**src/sv/cbts_pkg.sv**
```systemverilog
// types and constants shared by the can bit timing sync block
package cbts_pkg;

    // internal segment state, hard sync only exists within a tick
    typedef enum logic [1:0] {
        SEG_SYNC   = 2'd0,
        SEG_PHASE1 = 2'd1,
        SEG_PHASE2 = 2'd2,
        SEG_HARD   = 2'd3
    } seg_state_t;

    // segment codes as reported on the result word
    localparam logic [1:0] SEGMENT_SYNC   = 2'd0;
    localparam logic [1:0] SEGMENT_PHASE1 = 2'd1;
    localparam logic [1:0] SEGMENT_PHASE2 = 2'd2;

    // configuration register indexes
    localparam logic [1:0] REG_PHASE1_LEN = 2'd0;
    localparam logic [1:0] REG_PHASE2_LEN = 2'd1;
    localparam logic [1:0] REG_JUMP_WIDTH = 2'd2;

    localparam logic [7:0] PHASE1_LEN_RST = 8'd6;
    localparam logic [7:0] PHASE2_LEN_RST = 8'd3;
    localparam logic [6:0] JUMP_WIDTH_RST = 7'd1;

    typedef struct packed {
        logic edge_seen;
        logic bus_idle;
    } in_word_t;

    typedef struct packed {
        logic [1:0] segment;
        logic       write_point;
        logic       sample_point;
    } out_word_t;

    typedef struct packed {
        logic [7:0] phase1_len;
        logic [7:0] phase2_len;
        logic [6:0] jump_width;
    } cfg_t;

endpackage

```
**src/sv/cbts_core.sv**
```systemverilog
// segment state machine with counter, working phase lengths and resync logic
module cbts_core (
    input  logic             clk,
    input  logic             rst_n,
    input  logic             step,
    input  cbts_pkg::in_word_t  item,
    input  cbts_pkg::cfg_t      cfg,
    output cbts_pkg::out_word_t result
);
    import cbts_pkg::*;

    seg_state_t seg_reg, seg_next, seg_eff;
    logic [9:0] count_reg, count_next;
    logic [8:0] wp1_reg, wp1_next;
    logic [7:0] wp2_reg, wp2_next;
    logic       pend_reg, pend_next, pend;

    logic [9:0] jw_ext;
    logic [9:0] corr1;
    logic [9:0] end_q;
    logic [9:0] end_gap;
    logic [9:0] corr2;
    logic [7:0] e2;

    always_ff @(posedge clk or negedge rst_n)
    begin
        if (!rst_n)
        begin
            seg_reg   <= SEG_SYNC;
            count_reg <= '0;
            wp1_reg   <= '0;
            wp2_reg   <= '0;
            pend_reg  <= 1'b0;
        end
        else if (step)
        begin
            seg_reg   <= seg_next;
            count_reg <= count_next;
            wp1_reg   <= wp1_next;
            wp2_reg   <= wp2_next;
            pend_reg  <= pend_next;
        end
    end

    always_comb
    begin
        jw_ext  = {3'b000, cfg.jump_width};
        corr1   = (jw_ext < count_reg) ? jw_ext : count_reg;
        end_q   = {1'b0, wp1_reg} + {2'b00, wp2_reg};
        end_gap = (count_reg > end_q) ? count_reg - end_q : end_q - count_reg;
        corr2   = (jw_ext < end_gap) ? jw_ext : end_gap;
        e2      = {1'b0, corr2[6:0]};

        // an edge with the bus idle forces hard sync
        seg_eff    = (item.edge_seen && item.bus_idle) ? SEG_HARD : seg_reg;
        pend       = pend_reg | item.edge_seen;
        seg_next   = seg_reg;
        count_next = count_reg + 10'd1;
        wp1_next   = wp1_reg;
        wp2_next   = wp2_reg;
        pend_next  = pend;
        result     = '0;

        unique case (seg_eff) inside
            SEG_SYNC, SEG_HARD:
            begin
                result.segment     = SEGMENT_SYNC;
                result.write_point = (seg_eff == SEG_SYNC);
                count_next         = 10'd1;
                wp1_next           = {1'b0, cfg.phase1_len};
                wp2_next           = cfg.phase2_len;
                pend_next          = 1'b0;
                seg_next           = SEG_PHASE1;
            end
            SEG_PHASE1:
            begin
                result.segment = SEGMENT_PHASE1;
                // lengthen only once per bit
                if (pend && (wp1_reg == {1'b0, cfg.phase1_len}))
                begin
                    pend_next = 1'b0;
                    wp1_next  = wp1_reg + {2'b00, corr1[6:0]};
                end
                if (count_reg == {1'b0, wp1_next})
                begin
                    result.sample_point = 1'b1;
                    seg_next            = SEG_PHASE2;
                end
            end
            default:
            begin
                result.segment = SEGMENT_PHASE2;
                // shorten only once per bit, floor at zero
                if (pend && (wp2_reg == cfg.phase2_len))
                begin
                    pend_next = 1'b0;
                    wp2_next  = (wp2_reg > e2) ? wp2_reg - e2 : 8'd0;
                end
                if (count_reg == ({1'b0, wp1_reg} + {2'b00, wp2_next}))
                    seg_next = SEG_SYNC;
            end
        endcase
    end

endmodule

```
**src/sv/can_bit_timing_sync.sv**
```systemverilog
// top level of the can bit timing sync block: config registers, input and result registers
//
//  channel | signals                          | word
//  --------+----------------------------------+---------------------------------
//  in      | in_valid, in_ready, in_data      | edge_seen, bus_idle (one tick)
//  out     | out_valid, out_ready, out_data   | segment, write_point, sample_point
//  cfg     | cfg_we, cfg_index, cfg_data      | phase1_len, phase2_len, jump_width
//
// one word in and one word out per clock cycle sustained while out_ready is high;
// the timing state steps as a word moves from the input register into the
// result register; out_valid rises as the word is written into the result register.
// a stalled result register holds the input register; it still takes a new
// word in the cycle the result is taken.
// reset clears the segment state, counter and flags; config returns to 6, 3, 1.
module can_bit_timing_sync (
    input  logic                clk,
    input  logic                rst_n,
    input  logic                in_valid,
    output logic                in_ready,
    input  cbts_pkg::in_word_t  in_data,
    output logic                out_valid,
    input  logic                out_ready,
    output cbts_pkg::out_word_t out_data,
    input  logic                cfg_we,
    input  logic [1:0]          cfg_index,
    input  logic [7:0]          cfg_data
);
    import cbts_pkg::*;

    cfg_t      cfg_reg;
    logic      s1_valid_reg, s1_valid_next;
    in_word_t  s1_data_reg;
    logic      out_valid_reg, out_valid_next;
    out_word_t out_data_reg;
    out_word_t result;
    logic      advance;
    logic      in_fire;

    assign advance  = s1_valid_reg && (!out_valid_reg || out_ready);
    assign in_ready = !s1_valid_reg || advance;
    assign in_fire  = in_valid && in_ready;

    assign s1_valid_next  = in_fire || (s1_valid_reg && !advance);
    assign out_valid_next = advance || (out_valid_reg && !out_ready);

    assign out_valid = out_valid_reg;
    assign out_data  = out_data_reg;

    always_ff @(posedge clk or negedge rst_n)
    begin
        if (!rst_n)
        begin
            cfg_reg.phase1_len <= PHASE1_LEN_RST;
            cfg_reg.phase2_len <= PHASE2_LEN_RST;
            cfg_reg.jump_width <= JUMP_WIDTH_RST;
        end
        else if (cfg_we)
        begin
            unique case (cfg_index)
                REG_PHASE1_LEN: cfg_reg.phase1_len <= cfg_data;
                REG_PHASE2_LEN: cfg_reg.phase2_len <= cfg_data;
                REG_JUMP_WIDTH: cfg_reg.jump_width <= cfg_data[6:0];
                default:        cfg_reg <= cfg_reg;
            endcase
        end
    end

    always_ff @(posedge clk or negedge rst_n)
    begin
        if (!rst_n)
        begin
            s1_valid_reg  <= 1'b0;
            out_valid_reg <= 1'b0;
        end
        else
        begin
            s1_valid_reg  <= s1_valid_next;
            out_valid_reg <= out_valid_next;
        end
    end

    always_ff @(posedge clk)
    begin
        if (in_fire)
            s1_data_reg <= in_data;
        if (advance)
            out_data_reg <= result;
    end

    cbts_core u_core (
        .clk    (clk),
        .rst_n  (rst_n),
        .step   (advance),
        .item   (s1_data_reg),
        .cfg    (cfg_reg),
        .result (result)
    );

endmodule

```
**config.mk**
```make
export PLATFORM = sky130hd
export DESIGN_NAME = can_bit_timing_sync
export DESIGN_NICKNAME = d
export VERILOG_FILES = /design/src/sv/cbts_pkg.sv /design/src/sv/cbts_core.sv /design/src/sv/can_bit_timing_sync.sv
export SDC_FILE = /design/constraint.sdc
export NUM_CORES = 1
export LEC_CHECK = 0
export BUFFER_PORTS_ARGS = -buffer_cell sky130_fd_sc_hd__buf_2
export CORE_MARGIN = 4
export CORE_UTILIZATION = 55
export CTS_CLUSTER_SIZE = 12
export DETAILED_ROUTE_END_ITERATION = 10
export HOLD_SLACK_MARGIN = 0.05
export PLACE_DENSITY = 0.71
export SLEW_MARGIN = 5
export SYNTH_ARGS = -nofsm -noshare
export SYNTH_HDL_FRONTEND = slang
export SYNTH_SLANG_ARGS = --single-unit
```
**constraint.sdc**
```tcl
create_clock -name clk -period 28.4 [get_ports clk]
set_input_delay 0 -clock clk [delete_from_list [all_inputs] [get_ports clk]]
set_output_delay 0 -clock clk [all_outputs]
set_load 0.03 [all_outputs]
```
== Yosys cells after proc, flatten, opt, wreduce, memory -nomap -nowiden ==
Index checks and enable logic that the tools add are counted.

* $add $sub $neg: 7
* Magnitude comparators: 4
* Equal/unequal tests: 9
* Mux-type cells: 20
* Bitwise operators: 2
* Reduce and logical (&&, ||, !) cells: 27

{| class="wikitable"
|+ Operators with widths
! operator !! number
|-
| 8-bit two-way mux || 3
|-
| 9-bit by 8-bit adder with 10-bit output || 2
|-
| 7-bit by 10-bit less-than comparator with 1-bit output || 2
|-
| 10-bit two-way mux || 2
|-
| 10-bit subtractor || 2
|-
| 9-bit two-way mux || 2
|-
| 9-bit case mux with 2 select lines || 1
|-
| 8-bit case mux with 2 select lines || 1
|-
| 7-bit two-way mux || 2
|-
| 10-bit by 1-bit adder with 10-bit output (second input constant) || 1
|-
| 10-bit == test || 1
|-
| 10-bit by 9-bit == test with 1-bit output || 1
|-
| 10-bit > comparator || 1
|-
| 2-bit AND reduction || 5
|-
| 9-bit by 7-bit adder with 9-bit output || 1
|-
| 9-bit by 8-bit == test with 1-bit output || 1
|-
| 8-bit == test || 1
|-
| 8-bit by 7-bit > comparator with 1-bit output || 1
|-
| 2-bit case mux with 2 select lines || 2
|-
| 8-bit by 7-bit subtractor with 8-bit output || 1
|-
| 1-bit logical AND || 7
|-
| 2-bit two-way mux || 3
|-
| 2-bit by 1-bit == test with 1-bit output (second input constant) || 2
|-
| 2-bit == test (second input constant) || 2
|-
| 13 further kinds || 22
|}

* Flip-flop bits (word level): 61
* Input port bits: 17
* Output and inout bits: 6
* Word-level logic and storage cells: 84

== Logic depth before layout (Yosys ltp) ==
Gate-level depths: netlist (run 1).

* Depth in word-level cells: 13
* Depth in mapped cells: 47

== Cells and area by module ==
A second synthesis (run 1) with hierarchy kept.

* Cell total of the unflattened synthesis: 717
* Area total of the unflattened synthesis: 6,319.8 um2

{| class="wikitable"
|+ Modules (own cells, without submodules)
! module !! times used !! cells an instance !! area each (um2)
|-
| cbts_core || 1 || 654 || 5,168.7
|-
| can_bit_timing_sync || 1 || 63 || 1,151.1
|}

== Worst setup path after synthesis (run 1) ==
OpenSTA, ideal clock, no wires.

* Kind: reg-to-reg
* Start: reg u_core.wp1_reg[0]
* End: reg u_core.seg_reg[0]
* Library setup time: 0.125 ns
* Arrival: 8.910 ns
* Required time: 28.275 ns
* Path slack: 19.365 ns
* Stages on the path, launching flop included: 46
* Buffers on the path: 2
* Period minus slack after synthesis: 9.035 ns
* Cell sequence: dfrtp_1 ha_1 fa_1 a21o_1 a21oi_1 o21bai_1 a21oi_1 o21bai_1 a21oi_1 xnor2_1 inv_1 ha_1 a211oi_1 o21bai_2 o22ai_1 o21bai_4 buf_6 mux2i_1 [10 not listed] mux2_4 fa_1 nor2b_1 o21ai_0 a21boi_0 o21ai_0 a2111oi_2 a22o_1 ha_1 fa_1 xor2_1 a2111oi_0 nand4_1 nor3_1 nand4_1 o22ai_1 a21oi_1 mux2_2

* Longest elaborated chain between the ends: 13
* Elaborated cells on any way between the ends: 23

{| class="wikitable"
|+ Ends and longest elaborated chain
! what !! RTL line !! source
|-
| start: declaration || cbts_core.sv:14 || <nowiki>logic [8:0] wp1_reg, wp1_next;</nowiki>
|-
| start signal: assignment || cbts_core.sv:39 || <nowiki>wp1_reg <= wp1_next;</nowiki>
|-
| 9-bit by 8-bit adder with 10-bit output || cbts_core.sv:49 || <nowiki>end_q = {1'b0, wp1_reg} + {2'b00, wp2_reg};</nowiki>
|-
| 10-bit subtractor or 10-bit > comparator (tied branches) || cbts_core.sv:50 || <nowiki>end_gap = (count_reg > end_q) ? count_reg - end_q : end_q - count_reg;</nowiki>
|-
| 10-bit two-way mux || cbts_core.sv:50 ||
|-
| 7-bit by 10-bit less-than comparator with 1-bit output || cbts_core.sv:51 || <nowiki>corr2 = (jw_ext < end_gap) ? jw_ext : end_gap;</nowiki>
|-
| 7-bit two-way mux || cbts_core.sv:51 ||
|-
| 8-bit by 7-bit subtractor with 8-bit output or 8-bit by 7-bit > comparator with 1-bit output (tied branches) || cbts_core.sv:97 || <nowiki>wp2_next = (wp2_reg > e2) ? wp2_reg - e2 : 8'd0;</nowiki>
|-
| 8-bit two-way mux || cbts_core.sv:97 ||
|-
| 8-bit two-way mux || cbts_core.sv:94 || <nowiki>if (pend && (wp2_reg == cfg.phase2_len))</nowiki>
|-
| 8-bit two-way mux || cbts_core.sv:64 || <nowiki>unique case (seg_eff) inside</nowiki>
|-
| 9-bit by 8-bit adder with 10-bit output || cbts_core.sv:99 || <nowiki>if (count_reg == ({1'b0, wp1_reg} + {2'b00, wp2_next}))</nowiki>
|-
| 10-bit == test || cbts_core.sv:99 ||
|-
| 3-bit nonzero test (no line) || n/a ||
|-
| 3-bit AND reduction (no line) (*) || n/a ||
|-
| end signal: assignment || cbts_core.sv:37 || <nowiki>seg_reg <= seg_next;</nowiki>
|-
| end: declaration || cbts_core.sv:12 || <nowiki>seg_state_t seg_reg, seg_next, seg_eff;</nowiki>
|}

Mark *: on every way between the ends. The rest lies on a longest branch, timed or not. The select of a mux whose other input is x is not followed.
A chain may end at the register's enable or synchronous reset.

== Worst setup path in the final report (run 1) ==
Same ends and word-level chain as after synthesis.

==> results of run 1 <==
## area by class of cell
| cell class | count | area (µm²) | share of cell area (%) |
|---|---|---|---|
| Sequential cell | 61 | 1560 | 24.0 |
| Multi-Input combinational cell | 516 | 4070 | 62.4 |
| Tap cell | 136 | 170 | 2.61 |
| Clock buffer | 9 | 124 | 1.90 |
| Inverter | 49 | 184 | 2.82 |
| Clock inverter | 7 | 146 | 2.24 |
| Timing Repair Buffer | 38 | 265 | 4.07 |
## worst max-delay path, delay by kind of cell (launching register included)
kind	cells	cell delay [ns]
XOR/XNOR	2	0.34
adder cells (fa/ha/maj)	8	2.42
AND/OR/NAND/NOR	6	1.36
flip-flops	1	0.49
buffers and inverters	2	0.15
multiplexers	3	0.86
AO/OA/AOI/OAI	23	4.68
## how the worst max path moves through the flow
stage	from	to	slack, ns	depth (start not counted)
after global routing	u_core.wp1_reg[0]	u_core.seg_reg[0]	17.20	44
after floorplan	u_core.wp1_reg[0]	u_core.seg_reg[0]	19.37	45
final	u_core.wp1_reg[0]	u_core.seg_reg[0]	17.98	44
after global placement	u_core.wp1_reg[0]	u_core.seg_reg[0]	18.58	43
after CTS	u_core.wp1_reg[0]	u_core.seg_reg[0]	18.04	44
after detailed placement	u_core.wp1_reg[0]	u_core.seg_reg[0]	18.11	44
## layout by cell type (no fill, tap or decap), types with 6 or more instances in the layout
cell / count
ha_1: 68
a21oi_1: 53
dfrtp_1: 50
inv_1: 49
o21ai_0: 39
xnor2_1: 35
nand2_1: 32
xor2_1: 30
mux2_2: 27
nor2_1: 25
buf_2: 22
a21o_1: 21
nand3_1: 18
mux2i_1: 18
o22ai_1: 14
dlygate4sd3_1: 14
a31oi_1: 11
nor3_1: 11
nand2b_1: 9
clkbuf_8: 9
a22o_1: 7
nand3b_1: 7
nor2b_1: 6
mux2_4: 6
fa_1: 6
edfxtp_1: 6
## repair_timing
action | 4_1_cts | 5_1_grt
hold buffers | 14 | 0
endpoints found under the setup margin | 0 | 0
hold endpoints to repair | 79 | 0
gates resized for setup | 0 | 0
## cell families after synthesis
kind of cell             after synthesis  synth area share [%]
AO/OA/AOI/OAI                        195                  21.8
XOR/XNOR                              65                  9.60
adder cells (fa/ha/maj)               74                  16.4
buffers and inverters                 72                  5.02
flip-flops                            61                  26.4
multiplexers                          51                  9.69
AND/OR/NAND/NOR                      131                  11.2
## per-stage QoR
stage          util [%]  hold slack [ns]  setup WS, ns  std cells
5_1_grt            62.6            0.167         17.20        816
2_1_floorplan         -           -0.296         19.37        649
6_report           62.6            0.174         17.98        816
3_3_place_gp       58.7            0.177         18.58        786
3_5_place_dp       58.7            0.179         18.11        786
4_1_cts            62.6            0.166         18.04        816
## metal layers
layer,wire [µm],global-route usage [%],share of wire (%)
met1,7390,37.1,44
met2,7700,42.7,46
met3,1180,4.95,7.0
met4,554,11.5,3.3
met5,0,0,0
==> results.yml, run 1 <==
timing:
  finalSetupViolCount: 0
  worst_clock_skew_ns: 0.0162
  rsz0062_at_grt: "no"
  tightest_slew_ns: 1.10
  slew_viol_final: 0
  final.setup.tns_ns: 0
  fmax_mhz: 96.0
  max_slew_margin_pct: 26.5
  finalHoldViolCount: 0
  period_share_pct: 36.7
  min_period_ns: 10.42
worst_setup_path:
  slowest_delay_ns: 0.85
  slowest_stage: "a2111oi_2"
  reg2reg_to: "u_core.seg_reg[0]"
  endpoint_kind: "flop"
  rr_startpoint: "u_core.wp1_reg[0]"
  worst-r2r-cell-count: 44
  crit_top_cell: "a21oi_1"
  crit_required_ns: 28.64
  startpoint_type: "flop"
  reg2reg_setup_slack_ns: 17.98
  path_max_fanout: 13
  cp_data_arrival_time_ns: 10.66
  critPathKind: "reg -> reg"
final_layout:
  finalInstanceArea_mm2: 0.00652
  n_fill_cell: 882
  nNetsFinal: 766
  drive_above_1_share_pct: 12.8
  synthToLayoutAreaGrowth_pct: 9.98
  antenna_cells: 0
  largest_reg_flops: 23
die:
  start_util_pct: 56.9
  die_h_um: 112
  die_x_um: 112
  row_count: 37
  dieArea_mm2: 0.0125
  io_pins: 23
  core-area_mm2: 0.0104
route:
  wl_per_cell_um: 20.6
  viasPerCell: 6.38
  drc_errors: 0
  vias: 5205
  drtPass1Iterations: 5
  dr.first_iter.drc_count: 524
  ant_nets: 0
  totalWireLength_um: 16800
logic_synthesis:
  yosysTopAreaCell: "dfrtp_1"
  synth_fp_nets: 740
  synth-edff-count: 6
  async_reset_ff_share_pct: 90.2
  synth_top_area_share_pct: 21.1
  ys_warn_count: 0
  syn_area_mm2: 0.00593
  netlist-cell-type-count: 66
  synthTopCellsByCount: "68 x ha_1, 53 x a21oi_1, 50 x dfrtp_1, 49 x inv_1, 39 x o21ai_0"
  synthCells: 649
  yosysMostFrequentCell: "ha_1"
  ys_ff_latch: 61
  yosysSeqAreaShare_pct: 26.4
  synthFlopType: "dfrtp_1"
  synthTopCellsByArea: "dfrtp_1 21%, ha_1 14%, xnor2_1 5.2%"
  synth_area_per_cell_um2: 9.14
clock_network:
  clkSinkCount: 61
  clock_path_buffers: 2
  cts_root_buf: "clkbuf_8"
  cts_setup_buffers: 0
  htreeDepth: 3
  cts_buffers: 9
  insertion_delay_ns: 0.36
  clk_pin_slew_ns: 0.08
  cts_tree: "done"
job:
  drv_cap: 0
global_routing:
  grt_first_pass_wirelength_um: 27100
  grt_pass1_vias: 5156
  grt_overflow: 0
  grt_max_degree: 56
  grt.total_usage_pct: 27.3
  antenna_found_initial: 0
hold_path:
  min_path_type: "in -> reg"
  hold_start: "cfg_index[1]"
  holdPathStages: 3
  min_to: "cfg_reg[16]"
placed_design:
  io_buffers: 22
  dp.final_hpwl_um: 12600
  place_area_mm2: 0.00611
  routabilityCongestion: 0.932
run_status:
  status: "finished clean"
Power of run 1 is not shown: default switching activity piles up to over one toggle a cycle in this logic, so the estimate is an artifact.
==> run 2: changes to the inputs <==
==> constraint.sdc (replaced) <==
create_clock -name clk -period 10.1 [get_ports clk]
set_input_delay 0 -clock clk [delete_from_list [all_inputs] [get_ports clk]]
set_output_delay 0 -clock clk [all_outputs]
set_load 0.03 [all_outputs]
==> run 2 against run 1 <==
Via count increased by 1.3%. Setup slack got worse by 17 ns. Non-clock buffer count rose by 12. Maximum frequency rose by 11%. Die area did not move. Global-route usage grew 0.45 points. Routed wire length increased by 1.8%. Flip-flop and latch count did not move. Clock skew grew 0.0077 ns. Critical path type unchanged. Critical endpoint unchanged.
==> results.yml, run 2 (same netlist as run 1, synthesis figures left out) <==
timing:
  final.setup.tns_ns: 0
  worst_clock_skew_ns: 0.0239
  slew_viol_final: 0
  rsz0062_at_grt: "no"
  tightest_slew_ns: 1.04
  fmax_mhz: 106
  period_share_pct: 93.0
  min_period_ns: 9.39
  max_slew_margin_pct: 30.3
  finalHoldViolCount: 0
  finalSetupViolCount: 0
worst_setup_path:
  cp_data_arrival_time_ns: 9.65
  rr_startpoint: "u_core.wp1_reg[0]"
  endpoint_kind: "flop"
  crit_family: "compound AO/OA/AOI/OAI gates"
  startpoint_type: "flop"
  path_max_fanout: 10
  critical_path_buf_inv_count: 3
  crit_end: "u_core.seg_reg[0]"
  slowest_stage: "or4_4"
  cp-startpoint: "u_core.wp1_reg[0]"
  critPathKind: "reg -> reg"
  slowest_delay_ns: 0.58
  cp.depth: 45
  worst-r2r-cell-count: 45
  reg2reg_setup_slack_ns: 0.71
  reg2reg_to: "u_core.seg_reg[0]"
  crit_required_ns: 10.36
die:
  start_util_pct: 56.9
  io_pins: 23
  core-area_mm2: 0.0104
  dieArea_mm2: 0.0125
  die_x_um: 112
  row_count: 37
  die_h_um: 112
global_routing:
  grt_first_pass_wirelength_um: 27400
  grt_overflow: 0
  grt_pass1_vias: 5134
  grt.total_usage_pct: 27.7
  antenna_found_initial: 0
  grt_max_degree: 56
final_layout:
  final_cell_mix: "68 x ha_1, 51 x a21oi_1, 49 x inv_1, 49 x dfrtp_1, 39 x o21ai_0"
  antenna_cells: 0
  synthToLayoutAreaGrowth_pct: 11.1
  layout_commonest_cell: "ha_1"
  drive_above_1_share_pct: 15.2
  nNetsFinal: 778
  instances_no_fill: 828
  largest_reg_flops: 23
  n_fill_cell: 857
route:
  dr.first_iter.drc_count: 479
  ant_nets: 0
  wl_per_cell_um: 20.7
  totalWireLength_um: 17100
  drc_errors: 0
  drtPass1Iterations: 5
  viasPerCell: 6.37
  vias: 5273
job:
  drv_cap: 0
run_status:
  status: "finished clean"
clock_network:
  insertion_delay_ns: 0.36
  htreeDepth: 3
  cts_tree: "done"
  cts_buffers: 9
  clk_pin_slew_ns: 0.09
  clock_path_buffers: 2
  cts_root_buf: "clkbuf_8"
  clkSinkCount: 61
placed_design:
  dp.final_hpwl_um: 12800
  routabilityCongestion: 0.956
  dp.cells: 793
  io_buffers: 22
hold_path:
  min_path_type: "in -> reg"
## run 2: worst min-delay path by stage
stage | endpoint | start | cells past startpoint | slack [ns]
after detailed placement | s1_data_reg[1] | in_data[1] | 1 | 0.18
after global routing | cfg_reg[20] | cfg_index[0] | 3 | 0.18
final | cfg_reg[20] | cfg_index[1] | 3 | 0.18
after CTS | cfg_reg[20] | cfg_index[0] | 3 | 0.16
after global placement | s1_data_reg[1] | in_data[1] | 1 | 0.18
after floorplan | cfg_reg[10] | rst_n | 0 | -0.30
## run 2: per-stage QoR
stage               cell area, µm²  hold slack, ns  util [%]  worst slack [ns]
finish                        6590           0.176      63.2             0.708
global route                  6590           0.177      63.2            0.0408
CTS                           6530           0.159      62.7             0.253
detailed placement            6160           0.179      59.2             0.305
global placement              6160           0.178      59.2             0.519
floorplan                     5930          -0.296         -              1.07
## run 2: area by class of cell
class                   instances  area [µm²]  share of cell area [%]
clock buffers                   9         124                    1.88
clock inverters                 7        98.8                    1.50
inverters                      49         184                    2.79
multi-input cells             516        4090                    62.1
flip-flops and latches         61        1560                    23.7
well taps                     136         170                    2.58
repair buffers                 50         355                    5.40
## run 2: what timing repair did
item / 4_1_cts / 5_1_grt
setup endpoints to repair: 0 / 2
gates resized for setup: 0 / 7
hold buffers: 14 / 0
buffers inserted: 0 / 5
endpoints found under the hold margin: 79 / 0
## run 2: routing by layer
metal,global-route usage (%),wire (µm)
met5,0,0
met4,11.4,617
met3,4.62,1040
met2,44.7,7890
met1,36.9,7590
## run 2: tightest hold or removal path: stages
cell and delay [ns]:
buf_2 0.10, nor3b_1 0.14, mux2_2 0.26
Power of run 2 is left out for the same reason.
==> run 3: changes to the inputs <==
--- a/config.mk
+++ b/config.mk
@@ -6,10 +6,12 @@
 export NUM_CORES = 1
 export LEC_CHECK = 0
 export BUFFER_PORTS_ARGS = -buffer_cell sky130_fd_sc_hd__buf_2
+export CAP_MARGIN = 25
 export CORE_MARGIN = 4
 export CORE_UTILIZATION = 55
 export CTS_CLUSTER_SIZE = 12
 export DETAILED_ROUTE_END_ITERATION = 10
+export GPL_TIMING_DRIVEN = 0
 export HOLD_SLACK_MARGIN = 0.05
 export PLACE_DENSITY = 0.71
 export SLEW_MARGIN = 5
==> run 3 against run 2 <==
Critical path depth up 1. Critical path type unchanged. Clock-buffer cell count unchanged. Cell area increased by 1.7%. Core utilization up 1.1 points.
==> results.yml, run 3 (same netlist as run 1, synthesis figures left out) <==
placed_design:
  dp.final_hpwl_um: 12900
  place_ws_ns: -0.591
  io_buffers: 22
  routabilityCongestion: 0.942
timing:
  period_share_pct: 94.6
  min_period_ns: 9.56
  final.setup.tns_ns: 0
  finalHoldViolCount: 0
  slew_viol_final: 0
  worst_clock_skew_ns: 0.0164
  max_slew_margin_pct: 34.4
  tightest_slew_ns: 0.980
  fin_ws_ns: 0.542
  fmax_mhz: 105
  finalSetupViolCount: 0
  rsz0062_at_grt: "no"
die:
  io_pins: 23
  die_h_um: 112
  start_util_pct: 56.9
  row_count: 37
  core-area_mm2: 0.0104
  dieArea_mm2: 0.0125
  die_x_um: 112
worst_setup_path:
  reg2reg_setup_slack_ns: 0.54
  slowest_stage: "or4_1"
  critPathKind: "reg -> reg"
  slowest_delay_ns: 0.52
  cp_data_arrival_time_ns: 9.81
  path_max_fanout: 10
  crit_family: "compound AO/OA/AOI/OAI gates"
  reg2reg_to: "u_core.seg_reg[0]"
  critical_path_buf_inv_count: 4
  crit_required_ns: 10.35
  startpoint_type: "flop"
  worst-r2r-cell-count: 46
  endpoint_kind: "flop"
  rr_startpoint: "u_core.wp1_reg[0]"
  crit_top_cell: "ha_1"
run_status:
  status: "finished clean"
hold_path:
  min_path_type: "in -> reg"
  holdPathStages: 3
  hold_start: "cfg_index[0]"
  min_to: "cfg_reg[21]"
route:
  wl_per_cell_um: 20.5
  drtPass1Iterations: 5
  vias: 5338
  met2_length_um: 7850
  totalWireLength_um: 17300
  met1_length_um: 7490
  routed-wl-met3_um: 1290
  viasPerCell: 6.32
  drc_errors: 0
  maxUsedRoutingLayer: "met4"
  dr.first_iter.drc_count: 498
  ant_nets: 0
job:
  drv_cap: 0
global_routing:
  antenna_found_initial: 0
  grt_max_degree: 41
  grt_overflow: 0
  grt.total_usage_pct: 27.8
  grt_pass1_vias: 5239
  grt_first_pass_wirelength_um: 27500
final_layout:
  nNetsFinal: 794
  drive_above_1_share_pct: 15.5
  largest_reg_flops: 23
  final_cell_mix: "67 x ha_1, 49 x a21oi_1, 49 x inv_1, 48 x dfrtp_1"
  layout_commonest_cell: "ha_1"
  antenna_cells: 0
  synthToLayoutAreaGrowth_pct: 13.0
clock_network:
  cts_root_buf: "clkbuf_8"
  cts_buffers: 9
  clock_path_buffers: 2
  clkSinkCount: 61
  cts_tree: "done"
  clk_pin_slew_ns: 0.08
  htreeDepth: 3
  insertion_delay_ns: 0.36
==> run 3: metal layers <==
layer  GRT usage, %  vias up
li1               -     2473
met1           37.2     2559
met2           44.9      245
met3           5.05       61
met4           9.98        0
met5              0        -
==> run 3: through the flow <==
stage | util, % | instance area, µm² | cells | hold slack, ns
after floorplan | - | 5930 | 649 | -0.296
after global placement | 59.6 | 6210 | 807 | 0.178
after detailed placement | 59.8 | 6230 | 808 | -0.00179
after CTS | 63.5 | 6620 | 839 | 0.142
after global routing | 64.3 | 6700 | 844 | 0.0893
final | 64.3 | 6700 | 844 | 0.0770
==> run 3: final cells by class <==
cell class              instances  area (µm²)
plain buffers                  23         114
inverters                      49         184
flip-flops and latches         61        1570
repair buffers                 43         313
clock buffers                   9         124
fillers                       917        3720
multi-input cells             516        4130
well taps                     136         170
clock inverters                 7        98.8
==> run 3: worst max-delay path by stage <==
stage / start / to / slack [ns] / depth (start not counted)
CTS: u_core.wp1_reg[0] / u_core.seg_reg[0] / 0.002 / 46
detailed placement: u_core.wp1_reg[0] / u_core.seg_reg[0] / -0.59 / 46
floorplan: u_core.wp1_reg[0] / u_core.seg_reg[0] / 1.07 / 45
global route: u_core.wp1_reg[0] / u_core.seg_reg[0] / 0.006 / 46
global placement: u_core.wp1_reg[0] / u_core.seg_reg[0] / -0.31 / 46
finish: u_core.wp1_reg[0] / u_core.seg_reg[0] / 0.54 / 46
==> run 3: worst reg2reg max path, delay by kind of cell (launching register included) <==
kind | cells | cell delay (ns)
AO/OA/AOI/OAI | 23 | 3.79
adder cells (fa/ha/maj) | 8 | 2.40
AND/OR/NAND/NOR | 6 | 1.18
multiplexers | 3 | 0.73
buffers and inverters | 4 | 0.51
flip-flops | 1 | 0.48
XOR/XNOR | 2 | 0.39
==> run 3: what timing repair did <==
action / 4_1_cts / 5_1_grt
gates resized for setup: 4 / 15
endpoints found under the hold margin: 79 / 0
pin swaps: 1 / 2
hold buffers: 14 / 0
endpoints found under the setup margin: 2 / 2
buffers inserted: 1 / 4
Power of run 3 is left out for the same reason.
